**config.mk**
```make
export PLATFORM = sky130hd
export DESIGN_NAME = cau_div_cell
export DESIGN_NICKNAME = d
export VERILOG_FILES = /design/src/sv/complex_arithmetic_unit_assert.svh /design/src/sv/cau_pkg.sv /design/src/sv/cau_div_cell.sv
export SDC_FILE = /design/constraint.sdc
export NUM_CORES = 1
export LEC_CHECK = 0
export ABC_CLOCK_PERIOD_IN_PS = 10850
export BUFFER_PORTS_ARGS = -buffer_cell sky130_fd_sc_hd__buf_2
export CAP_MARGIN = 40
export CELL_PAD_IN_SITES_DETAIL_PLACEMENT = 1
export CELL_PAD_IN_SITES_GLOBAL_PLACEMENT = 2
export CORE_AREA = 2 2 386 388
export CTS_BUF_LIST = sky130_fd_sc_hd__clkbuf_4
export DETAILED_ROUTE_END_ITERATION = 10
export DIE_AREA = 0 0 388 390
export PLACE_DENSITY_LB_ADDON = 0.1
export SETUP_SLACK_MARGIN = 0.4
export SLEW_MARGIN = 0
export SYNTH_ARGS = -nofsm -noshare
export SYNTH_HDL_FRONTEND = slang
export SYNTH_SLANG_ARGS = --single-unit
```
**constraint.sdc**
```tcl
create_clock -name i_clk -period 10.85 [get_ports i_clk]
set_input_delay 2.17 -clock i_clk [delete_from_list [all_inputs] [get_ports i_clk]]
set_output_delay 2.17 -clock i_clk [all_outputs]
set_load 0.02 [all_outputs]
```
**src/sv/complex_arithmetic_unit_assert.svh**
```systemverilog
// Assertion macros shared by the complex arithmetic unit RTL.
`ifndef COMPLEX_ARITHMETIC_UNIT_ASSERT_SVH
`define COMPLEX_ARITHMETIC_UNIT_ASSERT_SVH

`ifndef SYNTHESIS
`define CAU_ASSERT(lbl, prop) \
    lbl: assert property (@(posedge i_clk) disable iff (!i_rst_n) prop) \
        else $error("complex arithmetic unit assertion failed");
`define CAU_ASSERT_NR(lbl, prop) \
    lbl: assert property (@(posedge i_clk) prop) \
        else $error("complex arithmetic unit reset assertion failed");
`else
`define CAU_ASSERT(lbl, prop)
`define CAU_ASSERT_NR(lbl, prop)
`endif

`endif

```
**src/sv/cau_pkg.sv**
```systemverilog
// Package with shared constants and types of the complex arithmetic unit.
`timescale 1ns / 1ps
`default_nettype none
package cau_pkg;
    localparam int DATA_WIDTH_DEF = 32;
    localparam int FRAC_BITS_DEF  = 16;
    localparam int FUNC_W         = 3;

    localparam logic [FUNC_W-1:0] FUNC_ADD  = 3'd0;
    localparam logic [FUNC_W-1:0] FUNC_SUB  = 3'd1;
    localparam logic [FUNC_W-1:0] FUNC_MUL  = 3'd2;
    localparam logic [FUNC_W-1:0] FUNC_DIV  = 3'd3;
    localparam logic [FUNC_W-1:0] FUNC_CONJ = 3'd4;

    typedef struct packed {
        logic valid;
        logic is_div;
        logic div_zero;
        logic neg_re;
        logic neg_im;
        logic big_re;
        logic big_im;
        logic ovf;
    } t_ctrl;
endpackage
`default_nettype wire

```
**src/sv/cau_div_cell.sv**
```systemverilog
// One restoring division cell: develops one quotient bit of both parts.
`timescale 1ns / 1ps
`default_nettype none
module cau_div_cell #(
    parameter int DW      = cau_pkg::DATA_WIDTH_DEF,
    parameter int FB      = cau_pkg::FRAC_BITS_DEF,
    parameter int BIT_IDX = 0
) (
    input  wire logic                  i_clk,
    input  wire logic                  i_rst_n,
    input  wire logic                  i_en,
    input  wire cau_pkg::t_ctrl        i_ctrl,
    input  wire logic [DW-1:0]         i_res_re,
    input  wire logic [DW-1:0]         i_res_im,
    input  wire logic [2*DW+FB-1:0]    i_num_re,
    input  wire logic [2*DW+FB-1:0]    i_num_im,
    input  wire logic [2*DW-1:0]       i_rem_re,
    input  wire logic [2*DW-1:0]       i_rem_im,
    input  wire logic [DW:0]           i_quo_re,
    input  wire logic [DW:0]           i_quo_im,
    input  wire logic [2*DW-1:0]       i_den,
    output cau_pkg::t_ctrl             o_ctrl,
    output logic [DW-1:0]              o_res_re,
    output logic [DW-1:0]              o_res_im,
    output logic [2*DW+FB-1:0]         o_num_re,
    output logic [2*DW+FB-1:0]         o_num_im,
    output logic [2*DW-1:0]            o_rem_re,
    output logic [2*DW-1:0]            o_rem_im,
    output logic [DW:0]                o_quo_re,
    output logic [DW:0]                o_quo_im,
    output logic [2*DW-1:0]            o_den
);
    import cau_pkg::*;

    localparam int RW = 2 * DW;

    logic [RW:0]   t_re, t_im, den_x;
    logic          ge_re, ge_im;
    logic [RW-1:0] n_rem_re, n_rem_im;

    always_comb begin
        den_x    = {1'b0, i_den};
        t_re     = {i_rem_re, i_num_re[BIT_IDX]};
        t_im     = {i_rem_im, i_num_im[BIT_IDX]};
        ge_re    = t_re >= den_x;
        ge_im    = t_im >= den_x;
        n_rem_re = ge_re ? RW'(t_re - den_x) : RW'(t_re);
        n_rem_im = ge_im ? RW'(t_im - den_x) : RW'(t_im);
    end

    always_ff @(posedge i_clk) begin
        if (!i_rst_n) begin
            o_ctrl.valid <= 1'b0;
        end else if (i_en) begin
            o_ctrl.valid <= i_ctrl.valid;
        end
        if (i_en) begin
            o_ctrl.is_div   <= i_ctrl.is_div;
            o_ctrl.div_zero <= i_ctrl.div_zero;
            o_ctrl.neg_re   <= i_ctrl.neg_re;
            o_ctrl.neg_im   <= i_ctrl.neg_im;
            o_ctrl.big_re   <= i_ctrl.big_re;
            o_ctrl.big_im   <= i_ctrl.big_im;
            o_ctrl.ovf      <= i_ctrl.ovf;
        end
    end

    always_ff @(posedge i_clk) begin
        if (i_en) begin
            o_res_re        <= i_res_re;
            o_res_im        <= i_res_im;
            o_num_re        <= i_num_re;
            o_num_im        <= i_num_im;
            o_rem_re        <= n_rem_re;
            o_rem_im        <= n_rem_im;
            o_quo_re        <= {i_quo_re[DW-1:0], ge_re};
            o_quo_im        <= {i_quo_im[DW-1:0], ge_im};
            o_den           <= i_den;
        end
    end
endmodule
`default_nettype wire

```
Word-level counts from Yosys, hierarchy flattened
Index checks and enable logic that the tools add are counted.
Storage, ports and cells
  register bits: 490
  bits of input ports: 493
  output and inout bits: 490
  logic and storage cells: 23
Cells by class
  add/sub/neg operators: 2
  magnitude comparators: 2
  mux-type cells: 2
Operators by type and width (number)
  $ge 65x64->1: 2
  $mux 64: 2
  $sub 64x64->64: 2

Longest topological paths before layout
  word-level depth: 2
  mapped depth: 16
  depth with buffers taken out: 14

Worst setup path before layout
Ideal clock, no wire load.
  path kind: input to register
  start point: in i_den[17]
  end point: reg o_rem_re[17] (data pin)
  setup time: 0.260 ns
  arrival time: 4.926 ns
  data required time: 10.590 ns
  slack: 5.664 ns
  cell stages on the path: 13
  cells stage by stage: inv_1 ha_1 and3_1 nand2_1 or4_1 o41ai_2 o211ai_1 a21oi_1 o21ai_1 o21a_2 inv_2 buf_4 mux2_2
Between the ends
  word-level cells in the longest chain between the ends: 2
  elaborated cells on any way between the ends: 3
  classes of those cells: add/sub (1); order compare (1); mux (1)
RTL lines
  from (decl): RTL line cau_div_cell.sv:21  | input wire logic [2*DW-1:0] i_den,
  $sub 64x64->64 or $ge 65x64->1 (tied branches): RTL line cau_div_cell.sv:47, cau_div_cell.sv:45
  $mux 64 *: RTL line cau_div_cell.sv:47  | n_rem_re = ge_re ? RW'(t_re - den_x) : RW'(t_re);
  net n_rem_re[17]: RTL line cau_div_cell.sv:39  | logic [RW-1:0] n_rem_re, n_rem_im;
  to (signal assigned): RTL line cau_div_cell.sv:74  | o_rem_re <= n_rem_re;
  to (decl): RTL line cau_div_cell.sv:27  | output logic [2*DW-1:0] o_rem_re,
Mark *: on every way through the listed nets, which the timed path passes. The rest lies on a longest branch.
A chain may end at the register's enable or synchronous reset.

Worst setup path in the final report
  start point: in i_den[19]
  end point: reg o_rem_re[3] (data pin)
Between the ends
  word-level cells in the longest chain between the ends: 2
RTL lines
  $ge 65x64->1: RTL line cau_div_cell.sv:45  | ge_re = t_re >= den_x;
  $mux 64: RTL line cau_div_cell.sv:47
  net n_rem_re[3]: RTL line cau_div_cell.sv:39
The timed path passes the listed nets, and every way through them passes these cells.

==> results.py <==
metrics = {
    "pwr": {
        "share_clk_of_total_power_pct": 34.9,
        "vdd_ir_drop_max_uv": 55.8,
        "power_density_mw_per_mm2": 173,
        "sw_frac_of_total_pct": 34.2,
        "seq_power_share_pct": 41.6,
        "totalPowerFinal_w": 0.00571,
        "p_int_w": 0.00376,
        "power.leakage_nw": 14.2,
        "power_frac_comb_pct": 23.5,
        "p_sw_w": 0.00195,
    },
    "timing": {
        "final-setup-viol-count": 0,
        "grt_setup_unrepaired": "false",
        "tightestPinTransition_ps": 1120,
        "final_max_slew_viol_count": 0,
        "finalHoldViolCount": 0,
        "timing.final.crit_period_ps": 6600,
        "achievable-frequency_ghz": 0.152,
        "skew_ps": 0,
        "fin_crit_sh_pct": 60.8,
        "setup-tns-final_ps": 0,
        "max-slew-margin-rel_pct": 25.0,
    },
    "critical_path": {
        "worstSetupStartpointType": "primary input",
        "critical_path_required_ps": 11630,
        "critPathMaxFanout": 61,
        "crit-reg2reg-capture": "o_ctrl[7]",
        "setup.worst_path.end_class": "flip-flop",
        "timing.setup.critical_path_class": "in2reg",
        "crit-reg2reg-launch": "o_ctrl[7]",
        "r2r_depth": 2,
        "reg2reg_slack_ps": 10220,
        "cp_data_arrival_time_ps": 7380,
    },
    "hold_path": {
        "hold-path-endpoint": "o_ctrl[7]",
        "worstHoldStart": "o_ctrl[7]",
        "hold-path-cell-count": 2,
        "hold_class": "reg2reg",
    },
    "synthesis": {
        "synth-async-reset-ratio_pct": 0,
        "synth_seq_area_share_pct": 62.0,
        "ys.flop_type": "sky130_fd_sc_hd__edfxtp_1",
        "synthCells": 1930,
        "synth.top_cells.by_count": "489 x sky130_fd_sc_hd__edfxtp_1, 237 x sky130_fd_sc_hd__a21oi_1, 159 x sky130_fd_sc_hd__nor2_1",
        "yosysTopAreaCell": "sky130_fd_sc_hd__edfxtp_1",
        "synth_top_area_share_pct": 61.9,
        "synth.cell_area_sq_mm": 0.0237,
        "post-synth-top-count-cell": "sky130_fd_sc_hd__edfxtp_1",
        "yosys_warnings": 0,
        "synth_fp_nets": 2553,
        "synth_seq_cells": 490,
        "synth_cell_type_count": 73,
        "synth.avg_cell_area_sq_um": 12.3,
        "synth-edff-count": 489,
        "synth.area.top_cells": "sky130_fd_sc_hd__edfxtp_1 62%, sky130_fd_sc_hd__ha_1 6.7%, sky130_fd_sc_hd__a21oi_1 5.0%",
    },
    "placed_design": {
        "io_buffer_count": 980,
        "placed_cells": 4789,
        "gp_congestion": 0.860,
        "dp_hpwl_mm": 114,
    },
    "die": {
        "design.core.area_sq_mm": 0.147,
        "die_span_in_x_um": 388,
        "chipHeight_um": 390,
        "floorplan.initialDensity_pct": 16.1,
        "dieArea_sq_mm": 0.151,
        "std_cell_rows": 141,
        "io_pins": 983,
    },
    "clock_network": {
        "worstSkewPairLatency_ps": 1070,
        "post-cts-setup-buffers": 0,
        "max-clock-path-buffers": 3,
        "number_of_cts_inserted_buffers": 157,
        "tritoncts": "yes",
        "h-tree-depth": 4,
        "cts_resized": 0,
        "cts_hold_buf": 0,
        "path_clk_slew_ps": 60,
        "cts.root.buffer_cell": "sky130_fd_sc_hd__clkbuf_4",
        "cts_num_sinks": 490,
    },
    "status": {
        "run_status": "completed",
    },
    "global_route": {
        "globalRouteTotalUtil_pct": 17.5,
        "wire_length_of_the_first_global_routing_pass_mm": 185,
        "maximum_number_of_pins_on_one_net_before_global_route_repair": 154,
        "global_route.overflow_total": 0,
        "grt_pass1_vias": 22000,
        "grt_antenna_before_repair": 84,
    },
    "routing": {
        "routed-via-count": 20800,
        "routed_wire_length_per_instance_um": 27.0,
        "post_drt_via_cell_ratio": 4.09,
        "postRouteWirelength_mm": 137,
        "initialDrtViolationCount": 1257,
        "drcViolationCount": 0,
        "detail_route.first_pass.iterations": 7,
        "route.antenna.remaining_nets": 0,
    },
    "final_layout": {
        "layout.filler_cells": 17000,
        "areaGrowthSynthToFinish_pct": 39.2,
        "finish.net_count": 3641,
        "finish.cell_count_without_fillers": 5089,
        "drive_gt1_share_pct": 40.6,
    },
    "flow_run": {
        "drv.max_cap_violation_count": 0,
    },
}
[power groups by stage]
stage	combinational, W	sequential, W	clock (W)
final	0.00134	0.00237	0.00200
after detailed placement	0.00137	0.00241	0
after CTS	0.00138	0.00238	0.00211
after global placement	0.00137	0.00242	0
after global routing	0.00145	0.00239	0.00220
after floorplan	0.000469	0.00265	0
[cell families after synthesis]
group                      after synthesis  synth area share, %
muxes                                   13                0.591
buffers and inverters                  166                 2.94
xor gates and xnor gates               115                 4.24
and+or+nand+nor                        453                 8.93
AOI/OAI and AO/OA                      563                 14.4
DFF                                    490                 62.0
adders and majority gates              130                 6.92
[critical path, cell delays in order]
cell and delay [ps]:
sky130_fd_sc_hd__buf_2 100, sky130_fd_sc_hd__inv_1 50, sky130_fd_sc_hd__ha_1 530, sky130_fd_sc_hd__nand4_1 410
sky130_fd_sc_hd__or4_1 650, sky130_fd_sc_hd__o41ai_2 650, sky130_fd_sc_hd__o211ai_1 410, sky130_fd_sc_hd__a21oi_1 470
sky130_fd_sc_hd__o21ai_1 260, sky130_fd_sc_hd__o21a_2 370, sky130_fd_sc_hd__clkinv_2 430, sky130_fd_sc_hd__buf_12 290
sky130_fd_sc_hd__mux2_2 390
[placed cells by master (no fill, tap or decap), types with 12 or more instances in the layout]
cell / Yosys / layout
sky130_fd_sc_hd__nor2_1: 159 / 159
sky130_fd_sc_hd__and3_1: 17 / 17
sky130_fd_sc_hd__buf_4: 4 / 19
sky130_fd_sc_hd__a21oi_1: 237 / 237
sky130_fd_sc_hd__a21o_1: 83 / 83
sky130_fd_sc_hd__o21a_1: 14 / 14
sky130_fd_sc_hd__diode_2: 0 / 20
sky130_fd_sc_hd__inv_1: 88 / 88
sky130_fd_sc_hd__a31oi_1: 21 / 21
sky130_fd_sc_hd__edfxtp_1: 489 / 489
sky130_fd_sc_hd__o21bai_1: 18 / 18
sky130_fd_sc_hd__ha_1: 128 / 128
sky130_fd_sc_hd__nand2_1: 128 / 128
sky130_fd_sc_hd__nor3_1: 14 / 14
sky130_fd_sc_hd__and2_1: 12 / 12
sky130_fd_sc_hd__nor2b_1: 12 / 12
sky130_fd_sc_hd__xor2_1: 56 / 56
sky130_fd_sc_hd__o21ai_0: 102 / 102
sky130_fd_sc_hd__buf_2: 12 / 981
sky130_fd_sc_hd__clkinv_1: 0 / 34
sky130_fd_sc_hd__nand2b_1: 16 / 16
sky130_fd_sc_hd__nand3_1: 22 / 22
sky130_fd_sc_hd__clkbuf_4: 0 / 230
sky130_fd_sc_hd__nand4_1: 33 / 33
sky130_fd_sc_hd__xnor2_1: 59 / 59
[worst max path at each step]
| stage | startpoint | endpoint | slack (ps) | cells after the start |
|---|---|---|---|---|
| floorplan | i_den[17] | o_rem_re[17] | 5660 | 13 |
| global placement | i_den[19] | o_rem_re[3] | 3030 | 13 |
| detailed placement | i_den[19] | o_rem_re[4] | 3080 | 13 |
| CTS | i_den[19] | o_rem_re[3] | 4290 | 13 |
| global route | i_den[19] | o_rem_re[3] | 4100 | 13 |
| finish | i_den[19] | o_rem_re[3] | 4250 | 13 |
[final cells by class]
type	count	area (sq um)	share of cell area, %
Clock buffer	230	1730	5.23
Sequential cell	490	14700	44.5
Multi-Input combinational cell	1274	8330	25.2
Timing Repair Buffer	1005	5150	15.6
Clock inverter	50	305	0.924
Inverter	90	340	1.03
Tap cell	1930	2410	7.31
Antenna cell	20	50.0	0.152
[routing by layer]
metal | wire (um) | share of wire [%] | track usage, % | vias to the layer above
met2 | 73500 | 53 | 32.9 | 806
li1 | - | - | - | 9508
met1 | 50500 | 37 | 18.5 | 10200
met5 | 405 | 0.29 | 0 | -
met3 | 9590 | 7.0 | 5.86 | 260
met4 | 3330 | 2.4 | 4.89 | 60
[sequential cells by signal, summed over array words and instances (netlist names)]
signal and count:
o_res_im 32, o_num_re 80, o_res_re 32, o_rem_im 64, o_den 64, o_quo_re 33, o_ctrl 8, o_quo_im 33
o_rem_re 64, o_num_im 80
[stage by stage]
step | util, % | instance area, sq um | setup WS, ps | hold WS, ps
global route | 22.4 | 33000 | 4100 | 567
global placement | 21.0 | 30900 | 3030 | 503
floorplan | - | 23700 | 5660 | 589
detailed placement | 21.0 | 30900 | 3080 | 536
CTS | 22.4 | 33000 | 4290 | 546
finish | 22.4 | 33000 | 4250 | 550
Power figures use the tool's default switching activity.
